[config.mk]
export PLATFORM = sky130hd
export DESIGN_NAME = wav_pcm_to_pwm_duty_unit
export DESIGN_NICKNAME = d
export VERILOG_FILES = /design/src/rtl/wpd_pkg.sv /design/src/rtl/wpd_res_fifo.sv /design/src/rtl/wpd_parser.sv /design/src/rtl/wav_pcm_to_pwm_duty_unit.sv
export SDC_FILE = /design/constraint.sdc
export NUM_CORES = 1
export LEC_CHECK = 0
export ABC_CLOCK_PERIOD_IN_PS = 11700
export BUFFER_PORTS_ARGS = -buffer_cell sky130_fd_sc_hd__buf_2
export CAP_MARGIN = 20
export CORE_MARGIN = 3
export CORE_UTILIZATION = 50
export CTS_BUF_LIST = sky130_fd_sc_hd__clkbuf_2
export CTS_CLUSTER_SIZE = 25
export DETAILED_ROUTE_END_ITERATION = 12
export MAX_ROUTING_LAYER = met4
export PLACE_DENSITY = 0.63
export SYNTH_ARGS = -nofsm -noshare
export SYNTH_HDL_FRONTEND = slang
export SYNTH_SLANG_ARGS = --single-unit
[constraint.sdc]
create_clock -name clk -period 11.7 [get_ports clk]
set_input_delay 0.585 -clock clk [delete_from_list [all_inputs] [get_ports clk]]
set_output_delay 0.585 -clock clk [all_outputs]
set_load 0.1 [all_outputs]
[src/rtl/wpd_pkg.sv]
// Shared types, codes and tables for the WAV PCM to PWM duty block.
// Used by wpd_parser, wpd_res_fifo and wav_pcm_to_pwm_duty_unit.
package wpd_pkg;

	// parse phases
	localparam logic [3:0] PH_RIFF    = 4'd0;
	localparam logic [3:0] PH_RSIZE   = 4'd1;
	localparam logic [3:0] PH_WAVE    = 4'd2;
	localparam logic [3:0] PH_CID     = 4'd3;
	localparam logic [3:0] PH_CSIZE   = 4'd4;
	localparam logic [3:0] PH_FMT     = 4'd5;
	localparam logic [3:0] PH_SKIP    = 4'd6;
	localparam logic [3:0] PH_SAMPLES = 4'd7;
	localparam logic [3:0] PH_DRAIN   = 4'd8;

	// big-endian tag words as collected by the shift register
	localparam logic [31:0] TAG_RIFF = 32'h5249_4646;
	localparam logic [31:0] TAG_WAVE = 32'h5741_5645;
	localparam logic [31:0] TAG_FMT  = 32'h666D_7420;
	localparam logic [31:0] TAG_DATA = 32'h6461_7461;

	// result kinds
	localparam logic [1:0] KIND_SAMPLE = 2'd0;
	localparam logic [1:0] KIND_DONE   = 2'd1;
	localparam logic [1:0] KIND_HDR    = 2'd2;
	localparam logic [1:0] KIND_FMT    = 2'd3;

	localparam logic [6:0] VOL_MAX   = 7'd100;
	localparam logic [6:0] VOL_RESET = 7'd80;

	localparam int FIFO_DEPTH = 4;
	localparam int FIFO_AW    = $clog2(FIFO_DEPTH);
	localparam int FIFO_CW    = $clog2(FIFO_DEPTH + 1);

	typedef struct packed {
		logic [1:0] kind;
		logic [7:0] duty;
		logic       run_last;
	} res_t;

	// up to two results produced by one byte
	typedef struct packed {
		logic [1:0] n;
		res_t       r0;
		res_t       r1;
	} push_t;

	// floor(p*p*180/10000), at least 1 for p above zero
	localparam logic [7:0] DUTY_MAX_TBL [0:100] = '{
		8'd0,   8'd1,   8'd1,   8'd1,   8'd1,   8'd1,   8'd1,   8'd1,   8'd1,   8'd1,
		8'd1,   8'd2,   8'd2,   8'd3,   8'd3,   8'd4,   8'd4,   8'd5,   8'd5,   8'd6,
		8'd7,   8'd7,   8'd8,   8'd9,   8'd10,  8'd11,  8'd12,  8'd13,  8'd14,  8'd15,
		8'd16,  8'd17,  8'd18,  8'd19,  8'd20,  8'd22,  8'd23,  8'd24,  8'd25,  8'd27,
		8'd28,  8'd30,  8'd31,  8'd33,  8'd34,  8'd36,  8'd38,  8'd39,  8'd41,  8'd43,
		8'd45,  8'd46,  8'd48,  8'd50,  8'd52,  8'd54,  8'd56,  8'd58,  8'd60,  8'd62,
		8'd64,  8'd66,  8'd69,  8'd71,  8'd73,  8'd76,  8'd78,  8'd80,  8'd83,  8'd85,
		8'd88,  8'd90,  8'd93,  8'd95,  8'd98,  8'd101, 8'd103, 8'd106, 8'd109, 8'd112,
		8'd115, 8'd118, 8'd121, 8'd124, 8'd127, 8'd130, 8'd133, 8'd136, 8'd139, 8'd142,
		8'd145, 8'd149, 8'd152, 8'd155, 8'd159, 8'd162, 8'd165, 8'd169, 8'd172, 8'd176,
		8'd180
	};

	function automatic logic [7:0] duty_max_of(input logic [6:0] p);
		logic [7:0] d;
		if (p > VOL_MAX) begin
			d = DUTY_MAX_TBL[VOL_MAX];
		end else begin
			d = DUTY_MAX_TBL[p];
		end
		return d;
	endfunction

endpackage

[src/rtl/wpd_res_fifo.sv]
// Small register FIFO for results; takes up to two entries per cycle.
// Depends on wpd_pkg for res_t, push_t and the depth constants.
module wpd_res_fifo (
	input  logic          clk,
	input  logic          arst_n,
	input  wpd_pkg::push_t push,
	output logic          room2,
	output logic          result_valid,
	input  logic          result_stall,
	output wpd_pkg::res_t head
);
	import wpd_pkg::*;

	res_t               mem_q [FIFO_DEPTH];
	logic [FIFO_AW-1:0] wr_q;
	logic [FIFO_AW-1:0] rd_q;
	logic [FIFO_CW-1:0] count_q;
	logic               pop;
	logic [FIFO_AW-1:0] wr_p1;

	assign result_valid = (count_q != '0);
	assign pop          = result_valid && !result_stall;
	assign room2        = (count_q <= FIFO_CW'(FIFO_DEPTH - 2));
	assign head         = mem_q[rd_q];
	assign wr_p1        = wr_q + FIFO_AW'(1);

	always_ff @(posedge clk) begin
		if (push.n != 2'd0) begin
			mem_q[wr_q] <= push.r0;
		end
		if (push.n == 2'd2) begin
			mem_q[wr_p1] <= push.r1;
		end
	end

	always_ff @(posedge clk or negedge arst_n) begin
		if (!arst_n) begin
			wr_q    <= '0;
			rd_q    <= '0;
			count_q <= '0;
		end else begin
			wr_q    <= wr_q + FIFO_AW'(push.n);
			if (pop) begin
				rd_q <= rd_q + FIFO_AW'(1);
			end
			count_q <= count_q + FIFO_CW'(push.n) - FIFO_CW'(pop);
		end
	end

endmodule

[src/rtl/wpd_parser.sv]
// RIFF/WAVE chunk walker and sample-to-duty mapper, one byte per enabled cycle.
// Depends on wpd_pkg for phase codes, tags, kinds and push_t.
module wpd_parser (
	input  logic           clk,
	input  logic           arst_n,
	input  logic           en,
	input  logic [7:0]     b,
	input  logic           last,
	input  logic [7:0]     dmax,
	output wpd_pkg::push_t push
);
	import wpd_pkg::*;

	logic [3:0]  phase_q, n_phase;
	logic [31:0] fbc_q, n_fbc;
	logic [31:0] tag_q, n_tag;
	logic [31:0] len_q, n_len;
	logic [15:0] fmt_q, n_fmt;
	logic [15:0] chan_q, n_chan;
	logic [15:0] sbits_q, n_sbits;
	logic        rnz_q, n_rnz;
	logic [31:0] dleft_q, n_dleft;
	logic [7:0]  hold_q, n_hold;

	logic [31:0] tw_tag, tw_len, tw_cnt, bps, total, fbc_p1;
	logic        tw_done, ended, have, fmt_ok;
	logic [16:0] raw, mag;
	logic [7:0]  amp;
	logic [15:0] prod;
	logic [1:0]  nres;
	logic [1:0]  rk [2];
	logic [7:0]  rd [2];

	assign tw_tag  = {tag_q[23:0], b};
	assign tw_len  = {b, len_q[31:8]};
	assign tw_cnt  = fbc_q + 32'd1;
	assign tw_done = (fbc_q >= 32'd3);
	assign bps     = (sbits_q == 16'd16) ? 32'd2 : 32'd1;
	assign total   = (len_q > 32'd16) ? len_q : 32'd16;
	assign fbc_p1  = fbc_q + 32'd1;
	assign raw     = {1'b0, b, hold_q};
	assign mag     = raw[15] ? (17'h10000 - raw) : raw;
	assign fmt_ok  = (fmt_q == 16'd1) && (chan_q == 16'd1) &&
	                 ((sbits_q == 16'd8) || (sbits_q == 16'd16)) &&
	                 rnz_q && (tw_len != 32'd0);

	always_comb begin
		n_phase = phase_q;
		n_fbc   = fbc_q;
		n_tag   = tag_q;
		n_len   = len_q;
		n_fmt   = fmt_q;
		n_chan  = chan_q;
		n_sbits = sbits_q;
		n_rnz   = rnz_q;
		n_dleft = dleft_q;
		n_hold  = hold_q;
		ended   = 1'b0;
		have    = 1'b0;
		amp     = 8'd0;
		nres    = 2'd0;
		rk[0]   = KIND_SAMPLE;
		rk[1]   = KIND_SAMPLE;
		rd[0]   = 8'd0;
		rd[1]   = 8'd0;

		if ((phase_q == PH_RIFF) || (phase_q == PH_RSIZE) || (phase_q == PH_WAVE) ||
		    (phase_q == PH_CID) || (phase_q == PH_CSIZE)) begin
			n_tag = tw_tag;
			n_len = tw_len;
			n_fbc = tw_done ? 32'd0 : tw_cnt;
		end

		case (phase_q)
			PH_RIFF: begin
				if (tw_done) begin
					if (tw_tag != TAG_RIFF) begin
						rk[nres[0]] = KIND_HDR;
						nres = nres + 2'd1;
						ended = 1'b1;
					end else begin
						n_phase = PH_RSIZE;
						n_len = 32'd0;
					end
				end
			end
			PH_RSIZE: begin
				if (tw_done) begin
					if (tw_len == 32'd0) begin
						rk[nres[0]] = KIND_HDR;
						nres = nres + 2'd1;
						ended = 1'b1;
					end else begin
						n_phase = PH_WAVE;
					end
				end
			end
			PH_WAVE: begin
				if (tw_done) begin
					if (tw_tag != TAG_WAVE) begin
						rk[nres[0]] = KIND_HDR;
						nres = nres + 2'd1;
						ended = 1'b1;
					end else begin
						n_phase = PH_CID;
					end
				end
			end
			PH_CID: begin
				if (tw_done) begin
					n_phase = PH_CSIZE;
				end
			end
			PH_CSIZE: begin
				// chunk id was parked in dleft_q when the id completed
				if (tw_done) begin
					if (dleft_q == TAG_FMT) begin
						n_phase = PH_FMT;
					end else if (dleft_q == TAG_DATA) begin
						if (!fmt_ok) begin
							rk[nres[0]] = KIND_FMT;
							nres = nres + 2'd1;
							ended = 1'b1;
						end else if ((dmax == 8'd0) || (tw_len < bps)) begin
							rk[nres[0]] = KIND_DONE;
							nres = nres + 2'd1;
							ended = 1'b1;
						end else begin
							n_dleft = tw_len;
							n_phase = PH_SAMPLES;
						end
					end else if (tw_len == 32'd0) begin
						n_phase = PH_CID;
					end else begin
						n_phase = PH_SKIP;
					end
				end
			end
			PH_FMT: begin
				if (fbc_q == 32'd0) begin
					n_fmt = {8'd0, b};
				end else if (fbc_q == 32'd1) begin
					n_fmt = fmt_q | {b, 8'd0};
				end else if (fbc_q == 32'd2) begin
					n_chan = {8'd0, b};
				end else if (fbc_q == 32'd3) begin
					n_chan = chan_q | {b, 8'd0};
				end else if (fbc_q == 32'd4) begin
					n_rnz = (b != 8'd0);
				end else if (fbc_q <= 32'd7) begin
					n_rnz = rnz_q | (b != 8'd0);
				end else if (fbc_q == 32'd14) begin
					n_sbits = {8'd0, b};
				end else if (fbc_q == 32'd15) begin
					n_sbits = sbits_q | {b, 8'd0};
				end
				if (fbc_p1 >= total) begin
					n_fbc = 32'd0;
					n_phase = PH_CID;
				end else begin
					n_fbc = fbc_p1;
				end
			end
			PH_SKIP: begin
				n_len = len_q - 32'd1;
				if (n_len == 32'd0) begin
					n_phase = PH_CID;
				end
			end
			PH_SAMPLES: begin
				if (sbits_q == 16'd8) begin
					amp = (b >= 8'd128) ? (b - 8'd128) : (8'd128 - b);
					n_dleft = dleft_q - 32'd1;
					have = 1'b1;
				end else if (fbc_q == 32'd0) begin
					n_hold = b;
					n_fbc = 32'd1;
				end else begin
					amp = mag[15:8];
					n_fbc = 32'd0;
					n_dleft = dleft_q - 32'd2;
					have = 1'b1;
				end
				if (have) begin
					rk[nres[0]] = KIND_SAMPLE;
					rd[nres[0]] = prod[14:7];
					nres = nres + 2'd1;
				end
				if ((n_fbc == 32'd0) && (n_dleft < bps)) begin
					rk[nres[0]] = KIND_DONE;
					nres = nres + 2'd1;
					ended = 1'b1;
				end
			end
			default: begin
			end
		endcase

		if ((n_phase == PH_CSIZE) && (n_fbc == 32'd0) && !ended) begin
			n_dleft = n_tag;
		end

		if (last && !ended) begin
			if (n_phase <= PH_WAVE) begin
				rk[nres[0]] = KIND_HDR;
				nres = nres + 2'd1;
			end else if (n_phase <= PH_SKIP) begin
				rk[nres[0]] = KIND_FMT;
				nres = nres + 2'd1;
			end else if (n_phase == PH_SAMPLES) begin
				rk[nres[0]] = KIND_DONE;
				nres = nres + 2'd1;
			end
		end

		// end of file rearms the parser
		if (last) begin
			n_phase = PH_RIFF;
			n_fbc   = 32'd0;
			n_tag   = 32'd0;
			n_len   = 32'd0;
			n_fmt   = 16'd0;
			n_chan  = 16'd0;
			n_sbits = 16'd0;
			n_rnz   = 1'b0;
			n_dleft = 32'd0;
			n_hold  = 8'd0;
		end else if (ended) begin
			n_phase = PH_DRAIN;
		end
	end

	assign prod = {8'd0, amp} * {8'd0, dmax};

	always_comb begin
		push.n           = en ? nres : 2'd0;
		push.r0.kind     = rk[0];
		push.r0.duty     = rd[0];
		push.r0.run_last = (nres == 2'd1);
		push.r1.kind     = rk[1];
		push.r1.duty     = rd[1];
		push.r1.run_last = (nres == 2'd2);
	end

	always_ff @(posedge clk or negedge arst_n) begin
		if (!arst_n) begin
			phase_q <= PH_RIFF;
			fbc_q   <= '0;
			tag_q   <= '0;
			len_q   <= '0;
			fmt_q   <= '0;
			chan_q  <= '0;
			sbits_q <= '0;
			rnz_q   <= 1'b0;
			dleft_q <= '0;
			hold_q  <= '0;
		end else if (en) begin
			phase_q <= n_phase;
			fbc_q   <= n_fbc;
			tag_q   <= n_tag;
			len_q   <= n_len;
			fmt_q   <= n_fmt;
			chan_q  <= n_chan;
			sbits_q <= n_sbits;
			rnz_q   <= n_rnz;
			dleft_q <= n_dleft;
			hold_q  <= n_hold;
		end
	end

endmodule

[src/rtl/wav_pcm_to_pwm_duty_unit.sv]
// WAV PCM to PWM duty: top level with volume register, input stage and result queue.
// Depends on wpd_pkg, wpd_parser and wpd_res_fifo.
// Throughput: one file byte per cycle while the queue has room for two; results leave singly.
// Path: a byte is registered in the input stage, then its results are written into the queue.
// Reset clears parser state and queue and sets volume to 80; no clearing pass is needed.
// Per-byte rate is set by the single parser update and the result queue write port.
module wav_pcm_to_pwm_duty_unit (
	input  logic        clk,
	input  logic        arst_n,
	input  logic        byte_valid,
	output logic        byte_stall,
	input  logic [7:0]  data_byte,
	input  logic        last_byte,
	output logic        result_valid,
	input  logic        result_stall,
	output logic [1:0]  kind,
	output logic [7:0]  duty,
	output logic        run_last,
	input  logic        psel,
	input  logic        penable,
	input  logic        pwrite,
	input  logic [2:0]  paddr,
	input  logic [31:0] pwdata,
	output logic [31:0] prdata,
	output logic        pready
);
	import wpd_pkg::*;

	logic [6:0] vol_q;
	logic [7:0] dmax_q;
	logic [6:0] wr_vol;
	logic       cfg_wr;

	logic       valid_s1;
	logic [7:0] byte_s1;
	logic       last_s1;
	logic       proc;
	logic       accept;
	logic       room2;
	push_t      push;
	res_t       head;

	assign pready = 1'b1;
	assign cfg_wr = psel && penable && pwrite && (paddr[2] == 1'b0);
	assign wr_vol = (pwdata[6:0] > VOL_MAX) ? VOL_MAX : pwdata[6:0];
	assign prdata = (paddr[2] == 1'b0) ? {25'd0, vol_q} : 32'd0;

	// duty ceiling is looked up once per register write
	always_ff @(posedge clk or negedge arst_n) begin
		if (!arst_n) begin
			vol_q  <= VOL_RESET;
			dmax_q <= duty_max_of(VOL_RESET);
		end else if (cfg_wr) begin
			vol_q  <= wr_vol;
			dmax_q <= duty_max_of(wr_vol);
		end
	end

	assign proc       = valid_s1 && room2;
	assign byte_stall = valid_s1 && !room2;
	assign accept     = byte_valid && !byte_stall;

	always_ff @(posedge clk or negedge arst_n) begin
		if (!arst_n) begin
			valid_s1 <= 1'b0;
		end else if (accept) begin
			valid_s1 <= 1'b1;
		end else if (proc) begin
			valid_s1 <= 1'b0;
		end
	end

	always_ff @(posedge clk) begin
		if (accept) begin
			byte_s1 <= data_byte;
			last_s1 <= last_byte;
		end
	end

	wpd_parser u_parser (
		.clk    (clk),
		.arst_n (arst_n),
		.en     (proc),
		.b      (byte_s1),
		.last   (last_s1),
		.dmax   (dmax_q),
		.push   (push)
	);

	wpd_res_fifo u_fifo (
		.clk          (clk),
		.arst_n       (arst_n),
		.push         (push),
		.room2        (room2),
		.result_valid (result_valid),
		.result_stall (result_stall),
		.head         (head)
	);

	assign kind     = head.kind;
	assign duty     = head.duty;
	assign run_last = head.run_last;

endmodule

==> results.py <==
metrics = {
    "status": {
        "outcome": "finished, final reports clean",
    },
    "setup_path": {
        "r2r_start": "u_parser.sbits_q[2]",
        "reg2reg_depth": 23,
        "cp_common_cell": "fa_1",
        "crit_end": "u_fifo.mem_q[0][8]",
        "cp-start-kind": "flip-flop",
        "cp_slowest_stage_delay_ns": 0.82,
        "crit_slowest_cell": "and4_1",
        "cp_data_required_time_ns": 12.61,
        "critPathArrivalTime_ns": 8.61,
        "crit_type": "reg2reg",
        "crit_path_end_kind": "flip-flop",
        "startpoint": "u_parser.sbits_q[2]",
        "r2r_slack_ns": 4.01,
        "path_cells": "nor4_2 > and4_1 > or4_1 > inv_2 > nor2_1 > and2_1 > nand2_1 > fa_1 > inv_1 > fa_1 > inv_1 > fa_1 > fa_1 > inv_1 > ha_1 > or2_2 > a311oi_1 > o21ai_1 > a41oi_1 > o21bai_1 > a21oi_1 > xnor2_1 > a32o_1",
        "crit_fanout": 17,
        "timing.rr.end": "u_fifo.mem_q[0][8]",
    },
    "hold_path": {
        "hold_path.class": "in2reg",
    },
    "logic_synthesis": {
        "ys_types": 101,
        "synthesis.area_um2": 20800,
        "synth_area_leader_cell": "dfrtp_1",
        "async_flop_share_pct": 80.0,
        "synth_top_area_share_pct": 24.7,
        "synth_seq_area_share_pct": 31.7,
        "ys_top_cells_by_area": "dfrtp_1, ha_1, nand2_1, o21ai_0, a21oi_1",
        "synth-edff-count": 21,
        "post-synth-top-count-cell": "nand2_1",
        "ys_seq_elements": 265,
        "synthTopCellsByCount": "nand2_1, dfrtp_1, o21ai_0, nor2_1, a21oi_1",
        "ys_warn_count": 0,
        "avgSynthCellArea_um2": 8.44,
        "synthFlopType": "dfrtp_1",
        "synth_cells": 2461,
    },
    "global_route": {
        "groute.usage.overall_pct": 31.3,
        "grt_max_degree": 87,
        "gr-total-overflow": 0,
        "grt_pass1_vias": 18600,
        "antenna_found_initial": 2,
        "grt_pass1_wl_mm": 107,
    },
    "sta": {
        "max_slew_margin_pct": 31.3,
        "finalHoldViolCount": 0,
        "setup_tns_ns": 0,
        "rsz0062_at_grt": "false",
        "tightest_slew_ns": 1.03,
        "skew_ns": 0.0827,
        "slew_viol_final": 0,
        "timing.final.crit_share_pct": 65.8,
        "fin_crit_ns": 7.69,
        "max_freq_mhz": 130,
        "setup_viol": 0,
    },
    "clock_network": {
        "clk_latency_ns": 1.03,
        "cts_root_buf": "clkbuf_2",
        "clk_pin_slew_ns": 0.10,
        "cts.path.max_buffers": 3,
        "h-tree-depth": 3,
        "cts_made_buffers": 79,
        "post_cts_buffers": 0,
        "cts_tree": "built",
        "clock_sinks": 265,
    },
    "drt": {
        "avgRoutedWirePerCell_um": 22.2,
        "wl_met3_mm": 5.56,
        "vias": 19600,
        "wl_met1_mm": 29.9,
        "drt_iter0_markers": 2345,
        "wl_mm": 67.6,
        "vias_per_cell": 6.43,
        "dr.pass1.iters": 6,
        "ant_nets": 0,
        "highest_layer": "met4",
        "route.detailed.drc": 0,
        "met2_length_mm": 29.6,
    },
    "pwr": {
        "ir_worst_vdd_mv": 0.180,
        "seqPwrFrac_pct": 31.4,
        "p_comb_share_pct": 52.1,
        "power.share.clock_pct": 16.5,
        "power.density_nw_per_um2": 202,
        "p_int_mw": 2.14,
        "switching_power_mw": 2.30,
        "p_sw_share_pct": 51.9,
        "power.leakage_nw": 9.65,
    },
    "placed_design": {
        "hpwlAfterDp_mm": 47.2,
        "numPortBuffers": 43,
        "place_area_um2": 21000,
        "placed_cells": 2879,
        "place.gp.congestion": 0.969,
    },
    "layout": {
        "stdcell_count": 3046,
        "nets": 2633,
        "post-route-util_pct": 53.7,
        "synthToLayoutAreaGrowth_pct": 5.79,
        "drive_gt1_share_pct": 11.5,
        "stdcell_area_um2": 22000,
    },
    "die": {
        "core_um2": 40900,
        "chipHeight_um": 210,
        "die-width_um": 210,
        "io_pins": 97,
        "dieArea_um2": 44000,
        "rows": 74,
        "start_util_pct": 50.8,
    },
    "flow_run": {
        "maxCapViolations": 0,
    },
}
==> worst min path at each step <==
stage	startpoint	end	cells after the start
after floorplan	arst_n	dmax_q[2]	0
after global placement	u_fifo.mem_q[2][6]	u_fifo.mem_q[2][6]	1
after detailed placement	u_fifo.mem_q[3][6]	u_fifo.mem_q[3][6]	1
after CTS	pwdata[4]	dmax_q[7]	3
after global routing	psel	vol_q[5]	3
final	psel	vol_q[5]	3
==> worst max-delay path: cells and delay by family (launching register included) <==
family / cells / cell delay (ns)
simple gates: 7 / 3.23
compound gates: 6 / 1.40
xor+xnor: 1 / 0.13
flops: 1 / 0.40
buf+inv: 4 / 0.42
fa+ha+maj: 5 / 2.01
==> registers in the layout (all words and copies together) (netlist names) <==
signal	flops
u_parser.hold_q	8
u_parser.tag_q	32
valid_s1	1
u_parser.rnz_q	1
u_fifo.count_q	3
u_parser.fmt_q	16
u_fifo.mem_q	44
u_parser.phase_q	4
u_parser.fbc_q	32
u_parser.dleft_q	32
dmax_q	8
u_fifo.rd_q	2
vol_q	7
byte_s1	8
last_s1	1
u_fifo.wr_q	2
u_parser.sbits_q	16
u_parser.len_q	32
u_parser.chan_q	16
==> power groups by stage <==
stage	clock (mW)	combinational, mW	sequential, mW
finish	0.733	2.32	1.39
global route	0.806	2.51	1.42
CTS	0.762	2.26	1.38
detailed placement	0	2.25	1.40
global placement	0	2.21	1.39
floorplan	0	1.79	1.23
==> per-layer routing <==
layer	up-vias	track usage, %
li1	8983	-
met1	9575	43.9
met2	884	44.2
met3	154	6.05
met4	0	13.2
met5	-	-
==> kinds of logic (layout without fill, tap and decap cells) <==
group | count (synthesis) | after routing | share of synthesized area [%]
AND/OR/NAND/NOR | 907 | 907 | 22.6
XOR/XNOR | 94 | 94 | 3.96
adder cells (fa/ha/maj) | 130 | 130 | 9.09
buffers and inverters | 319 | 347 | 6.91
multiplexers | 63 | 63 | 3.98
flip-flops | 265 | 265 | 31.7
other | 2 | 27 | 0.0361
AO/OA/AOI/OAI | 681 | 681 | 21.8
==> final cells by class <==
cell class | instances | area (um^2)
Tap cell | 532 | 666
Clock inverter | 31 | 174
Inverter | 106 | 398
Fill cell | 3958 | 18900
Clock buffer | 111 | 556
Multi-Input combinational cell | 1901 | 12900
Timing Repair Buffer | 99 | 708
Antenna cell | 1 | 2.50
Sequential cell | 265 | 6590
==> per-stage QoR <==
step                hold WS, ns  setup slack [ns]  power [mW]
detailed placement        0.444              4.09        3.65
global placement          0.439              4.23        3.61
CTS                      0.0582              4.06        4.41
finish                    0.115              4.01        4.44
floorplan                 0.289              5.58        3.02
global route            0.00403              3.51        4.73
==> placed cells by master, fill, tap and decap left out, drive strengths merged, types with 13 or more instances in the layout <==
cell type | synthesis | layout
nor2 | 175 | 175
a22o | 48 | 48
and2 | 41 | 41
nand2 | 288 | 288
o31ai | 17 | 17
o32a | 19 | 19
xnor2 | 60 | 60
clkinv | 2 | 30
dlygate4sd3 | 3 | 18
and4 | 20 | 20
and3 | 26 | 26
mux4 | 15 | 15
o21ai | 194 | 194
a22oi | 40 | 40
a21o | 22 | 22
nor4 | 59 | 59
fa | 35 | 35
nor3 | 64 | 64
buf | 67 | 79
mux2i | 41 | 41
xor2 | 34 | 34
clkbuf | 143 | 113
nand3 | 60 | 60
a21oi | 151 | 151
a211oi | 20 | 20
edfxtp | 21 | 21
conb | 2 | 26
o22ai | 42 | 42
dfxtp | 32 | 32
a32o | 13 | 13
a221oi | 17 | 17
or3 | 19 | 19
or4 | 21 | 21
inv | 104 | 105
nor2b | 23 | 23
nand2b | 15 | 15
ha | 95 | 95
dfrtp | 205 | 205
nand4 | 43 | 43
==> timing repair <==
action,4_1_cts,5_1_grt
hold endpoints to repair,103,2
resized for setup,0,0
hold buffers,16,2
Note: power is estimated with default switching activity, not from simulation.
